File: src/tgarle_pkg.sv
`timescale 1ns / 1ps

package tgarle_pkg;

	// Header geometry
	localparam int unsigned HDR_LEN = 18;
	localparam int unsigned HDR_POS_W = 5;
	localparam logic [HDR_POS_W-1:0] HDR_LAST = HDR_POS_W'(HDR_LEN - 1);

	// One input beat as it leaves the input register
	typedef struct packed {
		logic [7:0] file_byte;
		logic       start_of_file;
	} tgarle_beat_t;

	// One decoded result
	typedef struct packed {
		logic [31:0] pixel_word;
		logic [7:0]  repeat_count;
		logic [15:0] image_width;
		logic [15:0] image_height;
		logic        last_of_image;
		logic        packet_clamped;
	} tgarle_result_t;

endpackage

File: src/tgarle_in_stage.sv
`timescale 1ns / 1ps

module tgarle_in_stage
	import tgarle_pkg::*;
(
	input  logic         clk,
	input  logic         arst_n,
	input  logic         in_valid,
	output logic         in_stall,
	input  logic [7:0]   file_byte,
	input  logic         start_of_file,
	input  logic         down_ready,
	output logic         beat_valid,
	output tgarle_beat_t beat
);

	logic         valid_s1;
	tgarle_beat_t beat_s1;
	logic         take;
	logic         advance;

	assign advance  = valid_s1 && down_ready;
	assign in_stall = valid_s1 && !down_ready;
	assign take     = in_valid && !in_stall;

	// Hold a beat until the decoder consumes it
	always_ff @(posedge clk or negedge arst_n) begin
		if (!arst_n) begin
			valid_s1 <= 1'b0;
		end else if (take) begin
			valid_s1 <= 1'b1;
		end else if (advance) begin
			valid_s1 <= 1'b0;
		end
	end

	always_ff @(posedge clk) begin
		if (take) begin
			beat_s1.file_byte     <= file_byte;
			beat_s1.start_of_file <= start_of_file;
		end
	end

	assign beat_valid = valid_s1;
	assign beat       = beat_s1;

endmodule

File: src/tgarle_parser.sv
`timescale 1ns / 1ps

module tgarle_parser
	import tgarle_pkg::*;
(
	input  logic           clk,
	input  logic           arst_n,
	input  logic           step_en,
	input  tgarle_beat_t   beat,
	output logic           res_valid,
	output tgarle_result_t res
);

	localparam logic [2:0] PH_HEADER = 3'd0;
	localparam logic [2:0] PH_ID     = 3'd1;
	localparam logic [2:0] PH_PKT    = 3'd2;
	localparam logic [2:0] PH_PIX    = 3'd3;
	localparam logic [2:0] PH_DONE   = 3'd4;

	localparam logic [HDR_POS_W-1:0] POS_ID_LEN = HDR_POS_W'(0);
	localparam logic [HDR_POS_W-1:0] POS_W_LO   = HDR_POS_W'(12);
	localparam logic [HDR_POS_W-1:0] POS_W_HI   = HDR_POS_W'(13);
	localparam logic [HDR_POS_W-1:0] POS_H_LO   = HDR_POS_W'(14);
	localparam logic [HDR_POS_W-1:0] POS_H_HI   = HDR_POS_W'(15);

	localparam logic [1:0] LAST_BYTE = 2'd3;

	// Registered decoder state
	logic [2:0]           phase_q;
	logic [HDR_POS_W-1:0] hdr_pos_q;
	logic [7:0]           id_left_q;
	logic [15:0]          width_q;
	logic [15:0]          height_q;
	logic [31:0]          pix_left_q;
	logic                 is_run_q;
	logic [7:0]           pkt_left_q;
	logic [1:0]           byte_idx_q;
	logic [23:0]          asm_q;

	// State as seen by this beat (restart folded in)
	logic [2:0]           phase_e;
	logic [HDR_POS_W-1:0] hdr_pos_e;
	logic [7:0]           id_left_e;
	logic [15:0]          width_e;
	logic [15:0]          height_e;
	logic [31:0]          pix_left_e;
	logic                 is_run_e;
	logic [7:0]           pkt_left_e;
	logic [1:0]           byte_idx_e;
	logic [23:0]          asm_e;

	// Next state
	logic [2:0]           phase_d;
	logic [HDR_POS_W-1:0] hdr_pos_d;
	logic [7:0]           id_left_d;
	logic [15:0]          width_d;
	logic [15:0]          height_d;
	logic [31:0]          pix_left_d;
	logic                 is_run_d;
	logic [7:0]           pkt_left_d;
	logic [1:0]           byte_idx_d;
	logic [23:0]          asm_d;

	logic [7:0]  b;
	logic        sof;
	logic [7:0]  rep;
	logic        clamp;
	logic        last;
	logic        emit;
	logic [31:0] area;

	assign b   = beat.file_byte;
	assign sof = beat.start_of_file;

	// Drop the current file on a start mark
	always_comb begin
		if (sof) begin
			phase_e    = PH_HEADER;
			hdr_pos_e  = '0;
			id_left_e  = '0;
			width_e    = '0;
			height_e   = '0;
			pix_left_e = '0;
			is_run_e   = 1'b0;
			pkt_left_e = '0;
			byte_idx_e = '0;
			asm_e      = '0;
		end else begin
			phase_e    = phase_q;
			hdr_pos_e  = hdr_pos_q;
			id_left_e  = id_left_q;
			width_e    = width_q;
			height_e   = height_q;
			pix_left_e = pix_left_q;
			is_run_e   = is_run_q;
			pkt_left_e = pkt_left_q;
			byte_idx_e = byte_idx_q;
			asm_e      = asm_q;
		end
	end

	assign area = 32'(width_e) * 32'(height_e);

	// Decode one byte
	always_comb begin
		phase_d    = phase_e;
		hdr_pos_d  = hdr_pos_e;
		id_left_d  = id_left_e;
		width_d    = width_e;
		height_d   = height_e;
		pix_left_d = pix_left_e;
		is_run_d   = is_run_e;
		pkt_left_d = pkt_left_e;
		byte_idx_d = byte_idx_e;
		asm_d      = asm_e;
		rep        = 8'd1;
		clamp      = 1'b0;
		last       = 1'b0;
		emit       = 1'b0;
		unique case (phase_e)
			PH_HEADER: begin
				case (hdr_pos_e)
					POS_ID_LEN: id_left_d       = b;
					POS_W_LO:   width_d[7:0]    = b;
					POS_W_HI:   width_d[15:8]   = b;
					POS_H_LO:   height_d[7:0]   = b;
					POS_H_HI:   height_d[15:8]  = b;
					default:    ;
				endcase
				hdr_pos_d = hdr_pos_e + HDR_POS_W'(1);
				if (hdr_pos_e == HDR_LAST) begin
					hdr_pos_d  = '0;
					pix_left_d = area;
					if (id_left_e != 8'd0) begin
						phase_d = PH_ID;
					end else if (width_e == 16'd0 || height_e == 16'd0) begin
						phase_d = PH_DONE;
					end else begin
						phase_d = PH_PKT;
					end
				end
			end
			PH_ID: begin
				id_left_d = id_left_e - 8'd1;
				if (id_left_d == 8'd0) begin
					phase_d = (pix_left_e == 32'd0) ? PH_DONE : PH_PKT;
				end
			end
			PH_PKT: begin
				is_run_d   = b[7];
				pkt_left_d = {1'b0, b[6:0]} + 8'd1;
				byte_idx_d = '0;
				asm_d      = '0;
				phase_d    = PH_PIX;
			end
			PH_PIX: begin
				if (byte_idx_e != LAST_BYTE) begin
					case (byte_idx_e)
						2'd0:    asm_d[7:0]   = b;
						2'd1:    asm_d[15:8]  = b;
						default: asm_d[23:16] = b;
					endcase
					byte_idx_d = byte_idx_e + 2'd1;
				end else begin
					emit       = 1'b1;
					byte_idx_d = '0;
					asm_d      = '0;
					if (is_run_e) begin
						clamp      = {24'd0, pkt_left_e} > pix_left_e;
						rep        = clamp ? pix_left_e[7:0] : pkt_left_e;
						pkt_left_d = '0;
					end else begin
						rep        = 8'd1;
						pkt_left_d = pkt_left_e - 8'd1;
					end
					pix_left_d = pix_left_e - {24'd0, rep};
					last       = (pix_left_d == 32'd0);
					if (!is_run_e) begin
						clamp = last && (pkt_left_d != 8'd0);
					end
					if (last || pkt_left_d == 8'd0) begin
						phase_d = last ? PH_DONE : PH_PKT;
					end
				end
			end
			default: ;
		endcase
	end

	// Advance the state on each consumed beat
	always_ff @(posedge clk or negedge arst_n) begin
		if (!arst_n) begin
			phase_q    <= PH_HEADER;
			hdr_pos_q  <= '0;
			id_left_q  <= '0;
			width_q    <= '0;
			height_q   <= '0;
			pix_left_q <= '0;
			is_run_q   <= 1'b0;
			pkt_left_q <= '0;
			byte_idx_q <= '0;
			asm_q      <= '0;
		end else if (step_en) begin
			phase_q    <= phase_d;
			hdr_pos_q  <= hdr_pos_d;
			id_left_q  <= id_left_d;
			width_q    <= width_d;
			height_q   <= height_d;
			pix_left_q <= pix_left_d;
			is_run_q   <= is_run_d;
			pkt_left_q <= pkt_left_d;
			byte_idx_q <= byte_idx_d;
			asm_q      <= asm_d;
		end
	end

	assign res_valid          = emit;
	assign res.pixel_word     = {b, asm_e};
	assign res.repeat_count   = rep;
	assign res.image_width    = width_e;
	assign res.image_height   = height_e;
	assign res.last_of_image  = last;
	assign res.packet_clamped = clamp;

`ifndef SYNTHESIS
	a_pix_has_pixels: assert property (@(posedge clk) disable iff (!arst_n)
		phase_q == PH_PIX |-> pix_left_q != 32'd0)
		else $error("pixel phase with no pixels left");

	a_hdr_pos_range: assert property (@(posedge clk) disable iff (!arst_n)
		hdr_pos_q <= HDR_LAST)
		else $error("header position past end of header");

	a_rep_nonzero: assert property (@(posedge clk) disable iff (!arst_n)
		step_en && res_valid |-> rep != 8'd0)
		else $error("result with zero repeat count");

	a_clamp_ends: assert property (@(posedge clk) disable iff (!arst_n)
		step_en && res_valid && clamp |-> last)
		else $error("clamped packet did not end the image");

	a_done_after_last: assert property (@(posedge clk) disable iff (!arst_n)
		step_en && res_valid && last |=> phase_q == PH_DONE)
		else $error("decoder not done after last pixel");
`endif

endmodule

File: src/tgarle_out_stage.sv
`timescale 1ns / 1ps

module tgarle_out_stage
	import tgarle_pkg::*;
(
	input  logic           clk,
	input  logic           arst_n,
	input  logic           load,
	input  tgarle_result_t res,
	output logic           up_ready,
	output logic           out_valid,
	input  logic           out_stall,
	output tgarle_result_t out_res
);

	logic           valid_q;
	tgarle_result_t res_q;

	assign up_ready = !valid_q || !out_stall;

	// Hold the result until the consumer takes it
	always_ff @(posedge clk or negedge arst_n) begin
		if (!arst_n) begin
			valid_q <= 1'b0;
		end else if (load) begin
			valid_q <= 1'b1;
		end else if (!out_stall) begin
			valid_q <= 1'b0;
		end
	end

	always_ff @(posedge clk) begin
		if (load) begin
			res_q <= res;
		end
	end

	assign out_valid = valid_q;
	assign out_res   = res_q;

endmodule

File: src/tga_rle_pixel_decoder_core.sv
`timescale 1ns / 1ps

// Decodes a run-length-coded 32-bit TGA file fed one byte per beat. The
// 18-byte header and the id field give no results; each raw pixel gives one
// result with repeat count 1, and each run gives one result carrying its
// repeat count (not expanded). A packet that passes the end of the image is
// cut and flagged, and bytes after the image are dropped until the next
// start_of_file mark, which restarts the decoder from any state. The block
// accepts one beat per cycle unless out_stall holds the result register;
// results pass from input register to result register. The pace is set by
// the single decode step between the input register and the result
// register, which folds the whole byte into the decoder state at once.
module tga_rle_pixel_decoder_core
	import tgarle_pkg::*;
(
	input  logic        clk,
	input  logic        arst_n,
	input  logic        in_valid,
	output logic        in_stall,
	input  logic [7:0]  file_byte,
	input  logic        start_of_file,
	output logic        out_valid,
	input  logic        out_stall,
	output logic [31:0] pixel_word,
	output logic [7:0]  repeat_count,
	output logic [15:0] image_width,
	output logic [15:0] image_height,
	output logic        last_of_image,
	output logic        packet_clamped
);

	logic           beat_valid;
	tgarle_beat_t   beat;
	logic           down_ready;
	logic           step_en;
	logic           res_valid;
	tgarle_result_t res;
	tgarle_result_t out_res;

	assign step_en = beat_valid && down_ready;

	tgarle_in_stage u_in (
		.clk           (clk),
		.arst_n        (arst_n),
		.in_valid      (in_valid),
		.in_stall      (in_stall),
		.file_byte     (file_byte),
		.start_of_file (start_of_file),
		.down_ready    (down_ready),
		.beat_valid    (beat_valid),
		.beat          (beat)
	);

	tgarle_parser u_parser (
		.clk       (clk),
		.arst_n    (arst_n),
		.step_en   (step_en),
		.beat      (beat),
		.res_valid (res_valid),
		.res       (res)
	);

	tgarle_out_stage u_out (
		.clk       (clk),
		.arst_n    (arst_n),
		.load      (step_en && res_valid),
		.res       (res),
		.up_ready  (down_ready),
		.out_valid (out_valid),
		.out_stall (out_stall),
		.out_res   (out_res)
	);

	assign pixel_word     = out_res.pixel_word;
	assign repeat_count   = out_res.repeat_count;
	assign image_width    = out_res.image_width;
	assign image_height   = out_res.image_height;
	assign last_of_image  = out_res.last_of_image;
	assign packet_clamped = out_res.packet_clamped;

endmodule
File: config.mk
export PLATFORM = sky130hd
export DESIGN_NAME = tga_rle_pixel_decoder_core
export DESIGN_NICKNAME = d
export VERILOG_FILES = /design/src/tgarle_pkg.sv /design/src/tgarle_in_stage.sv /design/src/tgarle_parser.sv /design/src/tgarle_out_stage.sv /design/src/tga_rle_pixel_decoder_core.sv
export SDC_FILE = /design/constraint.sdc
export NUM_CORES = 1
export LEC_CHECK = 0
export ABC_CLOCK_PERIOD_IN_PS = 6650
export BUFFER_PORTS_ARGS = -buffer_cell sky130_fd_sc_hd__buf_2
export CORE_UTILIZATION = 25
export CTS_CLUSTER_SIZE = 16
export DETAILED_ROUTE_END_ITERATION = 10
export SYNTH_ARGS = -nofsm -noshare
export SYNTH_HDL_FRONTEND = slang
export SYNTH_SLANG_ARGS = --single-unit
export TNS_END_PERCENT = 100
File: constraint.sdc
create_clock -name clk -period 6.65 [get_ports clk]
set_clock_uncertainty 0.15 [all_clocks]
set_input_delay 0 -clock clk [delete_from_list [all_inputs] [get_ports clk]]
set_output_delay 0 -clock clk [all_outputs]
set_load 0.05 [all_outputs]
; Yosys cells after proc, flatten, opt, wreduce, memory -nomap -nowiden
; Cells that the tools add are included.
[totals]
register_bits = 200
in_bits = 13
elab_cells = 122
out_inout_bits = 76
[op_classes]
addsub = 6
n_mul = 1
muxes = 56
reduce_logical = 26
eq_ne = 11
magnitude_cmp = 1
n_bitwise = 1
[ops]
columns = cell, n
row1 = $mux 8, 18
row2 = $mux 32, 3
row3 = $logic_not 32->1, 2
row4 = $mux 16, 4
row5 = $pmux 32 s2, 1
row6 = $mux 24, 2
row7 = $pmux 24 s2, 1
row8 = $gt 8x32->1, 1
row9 = $logic_not 16->1, 2
row10 = $mul 16x16->32, 1
row11 = $pmux 8 s2, 2
row12 = $sub 32x8->32, 1
row13 = $mux 3, 9
row14 = $eq 5x4->1 const B, 4
row15 = $logic_not 8->1, 2
row16 = $reduce_bool 8->1, 2
row17 = $sub 8x1->8 const B, 2
row18 = $mux 5, 3
row19 = $pmux 3 s4, 1
row20 = $mux 1, 9
row21 = $add 7x1->8 const B, 1
row22 = $eq 3x2->1 const B, 2
row23 = $add 5x1->5 const B, 1
row24 = $eq 5x5->1 const B, 1
row25 = other kinds (16), 27

; Depth between registers and ports, before layout
[depth]
ltp_word = 12
mapped_depth = 28

; Cells and area by module
; A second synthesis with hierarchy kept.
[hier_totals]
hier_cells = 2097
hier_area_um2 = 19433.6
[by_module_without_submodules]
columns = module, seq_area_each_um2, cells_per_inst, instances, area_per_inst_um2
row1 = tgarle_parser, 2877.8, 2004, 1, 16834.9
row2 = tgarle_out_stage, 2247.2, 77, 1, 2258.4
row3 = tgarle_in_stage, 295.3, 14, 1, 327.8
row4 = tga_rle_pixel_decoder_core, 0.0, 2, 1, 12.5

; Worst setup path after synthesis
; OpenSTA, ideal clock, no wires.
[synth_path]
path_type = register to register
from = reg u_in.beat_s1, in the netlist u_in.beat[0]
to = reg u_parser.pix_left_q[30]
path_stages_with_launch = 26
t_required_ps = 6358
path_slack_ps = -320
t_arrival_ps = 6678
cell_sequence = edfxtp_1 > clkbuf_1 > buf_1 > clkbuf_1 > nor2b_1 > clkbuf_1 > nand2_1 > fa_1 > inv_1 > fa_1 > inv_1 > fa_1 > fa_1 > fa_1 > fa_1 > inv_1 > ha_1 > a211oi_1 > o21ai_0 > a21oi_1 > a311oi_1 > a211oi_1 > o21ai_0 > a31oi_1 > xor2_1 > o221ai_1
[synth_rtl]
columns = item, line_no
row1 = "start, declared", tgarle_in_stage.sv:18  ; tgarle_beat_t beat_s1;
row2 = "end signal, assigned", tgarle_parser.sv:209  ; pix_left_q <= pix_left_d;
row3 = "end, declared", tgarle_parser.sv:34  ; logic [31:0] pix_left_q;

; Final worst setup path
[layout_path]
from = reg u_in.beat_s1, in the netlist u_in.beat[0]
to = reg u_parser.pix_left_q[22]
[layout_between]
elab_chain_cells = 9
elab_cells_between_ends = 22
classes_between = 1 x add/sub / 1 x mul / 1 x order compare / 3 x eq/ne / 15 x mux / 1 x reduce/logical
[layout_lines]
columns = item, line_no
row1 = $mux 8 / $mux 32 (equally long branches), tgarle_parser.sv:77  ; if (sof) begin
row2 = $gt 8x32->1, tgarle_parser.sv:169  ; clamp = {24'd0, pkt_left_e} > pix_left_e;
row3 = $mux 8, tgarle_parser.sv:170  ; rep = clamp ? pix_left_e[7:0] : pkt_left_e;
row4 = $mux 8, tgarle_parser.sv:168  ; if (is_run_e) begin
row5 = $mux 8, tgarle_parser.sv:157  ; if (byte_idx_e != LAST_BYTE) begin
row6 = $mux 8, tgarle_parser.sv:120  ; unique case (phase_e)
row7 = $sub 32x8->32, tgarle_parser.sv:176  ; pix_left_d = pix_left_e - {24'd0, rep};
row8 = $mux 32, tgarle_parser.sv:157
row9 = $pmux 32 s2 *, tgarle_parser.sv:120
; Every way passes the cells marked *; elsewhere a longest branch is shown, timed or not. The select of a mux whose other input is x is not followed.
; A chain may end at the register's enable or synchronous reset.

==> qor.yml <==
routing:
  vias: 15600
  final_antenna_net_count: 0
  drtPass1Iterations: 5
  avgRoutedWirePerCell_um: 18.6
  drc: 0
  viasPerCell: 4.87
  drt-initial-drc-count: 1354
  wirelength_mm: 59.4
synth:
  netlist_area_um2: 19000
  ys.warnings.count: 0
  synth.largest_area_cell: "fa_1"
  synth.most_common_cell: "inv_1"
  async_flop_share: 0.585
  synthFlopType: "dfrtp_1"
  syn_area_per_cell_um2: 9.35
  ys_top_cells_by_area: "fa_1, dfrtp_1, edfxtp_1, ha_1, inv_1"
  synth_cell_type_count: 79
  seq_area_frac_synth: 0.286
  synth_cells: 2029
  synth_enable_flop_cells: 83
  yosys-top-cells-count: "inv_1, nand2_1, fa_1"
  syn-num-nets: 2367
  synth-seq-cells: 200
  synth_top_area_share: 0.206
clocking:
  htree_num_levels: 4
  clock_path_buffers: 2
  insertion_delay_ns: 0.51
  tritoncts: "yes"
  cts_root_buffer: "clkbuf_16"
  clock-sinks: 200
  path_clk_slew_ns: 0.09
  cts_buffers: 17
sta:
  setup_violations: 0
  fmax_ghz: 0.152
  worstMarginPinSlew_ns: 1.04
  whs_ns: 0.0473
  slew_viol_final: 0
  layout_min_cycle_time_ns: 6.57
  finalCritPeriodShare: 0.988
  hold_viol: 0
  grt_setup_unrepaired: "true"
  relSlewSlack: 0.300
floorplanning:
  die_area_um2: 77000
  pin_count: 89
  die_w_um: 277
  fp.coreArea_um2: 74700
  row_count: 100
  start_util: 0.254
  fp.dieH_um: 277
cells_and_area:
  drive_above_1_share: 0.162
  area_delta_synth_final_pct: 19.2
  fin_area_um2: 22600
  fin_cells: 3196
  nets: 2551
global_route:
  antenna_found_initial: 0
  overflow: 0
  grt_pass1_vias: 15600
  grt_use_total: 0.156
  grt_pass1_wl_mm: 92.8
  grt_max_degree: 72
worst_setup_path:
  cp-start-kind: "register"
  crit_fanout: 16
  setup.worst_path.class: "register to register"
  cp.arrival_ns: 6.80
  endpoint_kind: "register"
  worstPathRequired_ns: 6.88
placement:
  portBuffers: 88
  placed_cell_area_um2: 21500
  place_congestion: 0.932
  hpwlAfterDp_mm: 44.5
  dpl.cell_count: 3139
power_and_ir_drop:
  peakVddDrop_mv: 0.218
  power_leakage_nw: 10.5
  power_density_nw_per_um2: 130
hold_path:
  hold_class: "primary input to register"
job:
  maxCapViolCount: 0
status:
  status: "complete, no violations"
[report_power, final]
| part | leakage (nW) | switching, mW | internal [mW] |
|---|---|---|---|
| Combinational | 7.74 | 0.271 | 0.176 |
| Clock | 0.291 | 0.589 | 0.510 |
| Sequential | 2.50 | 0.0780 | 1.32 |
| Total | 10.5 | 0.937 | 2.01 |
[final cells by class]
| cell class | instances | area (µm²) |
|---|---|---|
| diodes | 1 | 2.50 |
| clock buffers | 18 | 429 |
| clock inverters | 14 | 183 |
| fillers | 7716 | 52100 |
| inverters | 276 | 1040 |
| multi-input cells | 1447 | 12400 |
| flip-flops and latches | 200 | 5420 |
| well taps | 969 | 1210 |
| repair buffers | 271 | 1970 |
[critical path, cell delays in order (launching register included)]
cell and delay, ns:
edfxtp_1 0.46, buf_12 0.20, nor2b_4 0.14, buf_4 0.17, nand2_1 0.09, fa_1 0.54, inv_1 0.06, fa_1 0.52
inv_1 0.05, fa_1 0.48, fa_1 0.57, fa_1 0.47, fa_1 0.52, inv_1 0.05, ha_1 0.31, a211oi_1 0.24
o21ai_1 0.14, nand2_1 0.14, a311oi_4 0.12, a211oi_2 0.32, buf_4 0.17, xor2_1 0.15, nor2_1 0.06, a221o_2 0.30
[flip-flops by register name, indices dropped and copies added (netlist names)]
signal	flops
u_in.beat	9
u_in.beat_valid	1
u_out.out_res	74
u_out.out_valid	1
u_parser.asm_q	24
u_parser.byte_idx_q	2
u_parser.hdr_pos_q	5
u_parser.height_q	16
u_parser.id_left_q	8
u_parser.is_run_q	1
u_parser.phase_q	3
u_parser.pix_left_q	32
u_parser.pkt_left_q	8
u_parser.width_q	16
[layout by cell type (no fill, tap or decap), drive strengths merged, types with 22 or more instances in the layout]
cell    instances
o21ai          98
buf           254
edfxtp         83
nor2b          87
and2           92
nor2           82
dfrtp         117
a21oi          62
ha            130
nor3           38
a22o           68
fa            195
inv           280
nand2         269
xnor2          26
xor2           22
nor4           22
[kinds of logic (layout without fill, tap and decap cells)]
| logic type | count (synthesis) | in the layout | share of synthesized area |
|---|---|---|---|
| and+or+nand+nor | 678 | 678 | 0.178 |
| AOI/OAI and AO/OA | 386 | 386 | 0.141 |
| buffers and inverters | 382 | 579 | 0.0757 |
| adders and majority gates | 325 | 325 | 0.292 |
| DFF | 200 | 200 | 0.286 |
| xor gates and xnor gates | 48 | 48 | 0.0222 |
| muxes | 10 | 10 | 0.00574 |
| other | 0 | 1 | 0 |
[layer usage]
metal / share of wire / GRT usage / up-vias
met5: 0 / 0 / -
met4: 0.022 / 0.0453 / 0
met3: 0.065 / 0.0297 / 103
met2: 0.45 / 0.246 / 555
met1: 0.46 / 0.216 / 7725
li1: - / - / 7175
[worst paths after layout]
kind                                  startpoint                      end  slack, ns  cells past startpoint
hold reg to reg            u_parser.hdr_pos_q[0]    u_parser.hdr_pos_q[0]       0.34                      2
max in group asynchronous                 arst_n     u_parser.height_q[3]       4.46                      4
setup / recovery                    u_in.beat[0]  u_parser.pix_left_q[22]       0.08                     23
min in group asynchronous                 arst_n        u_parser.asm_q[1]       0.53                      3
hold / removal                      file_byte[7]             u_in.beat[8]       0.05                      2
setup reg to reg                    u_in.beat[0]  u_parser.pix_left_q[22]       0.08                     23
[repair_timing]
action / CTS / global route
hold endpoints to repair: 78 / 0
buffers inserted: 0 / 7
gates resized for setup: 6 / 60
cloned: 0 / 2
setup endpoints to repair: 8 / 14
pin swaps: 1 / 6
hold buffers: 15 / 0
[per-stage QoR]
step / setup WS [ns] / setup TNS, ns / util / power [mW]
3_5_place_dp: -0.101 / -0.357 / 0.288 / 1.85
2_1_floorplan: 0.0101 / 0 / - / 1.69
5_1_grt: -0.212 / -1.38 / 0.303 / 3.08
4_1_cts: -0.00363 / -0.00637 / 0.298 / 2.97
6_report: 0.0796 / 0 / 0.303 / 2.95
3_3_place_gp: -0.123 / -0.361 / 0.288 / 1.85
No activity file was read; power rests on OpenSTA's default activity.
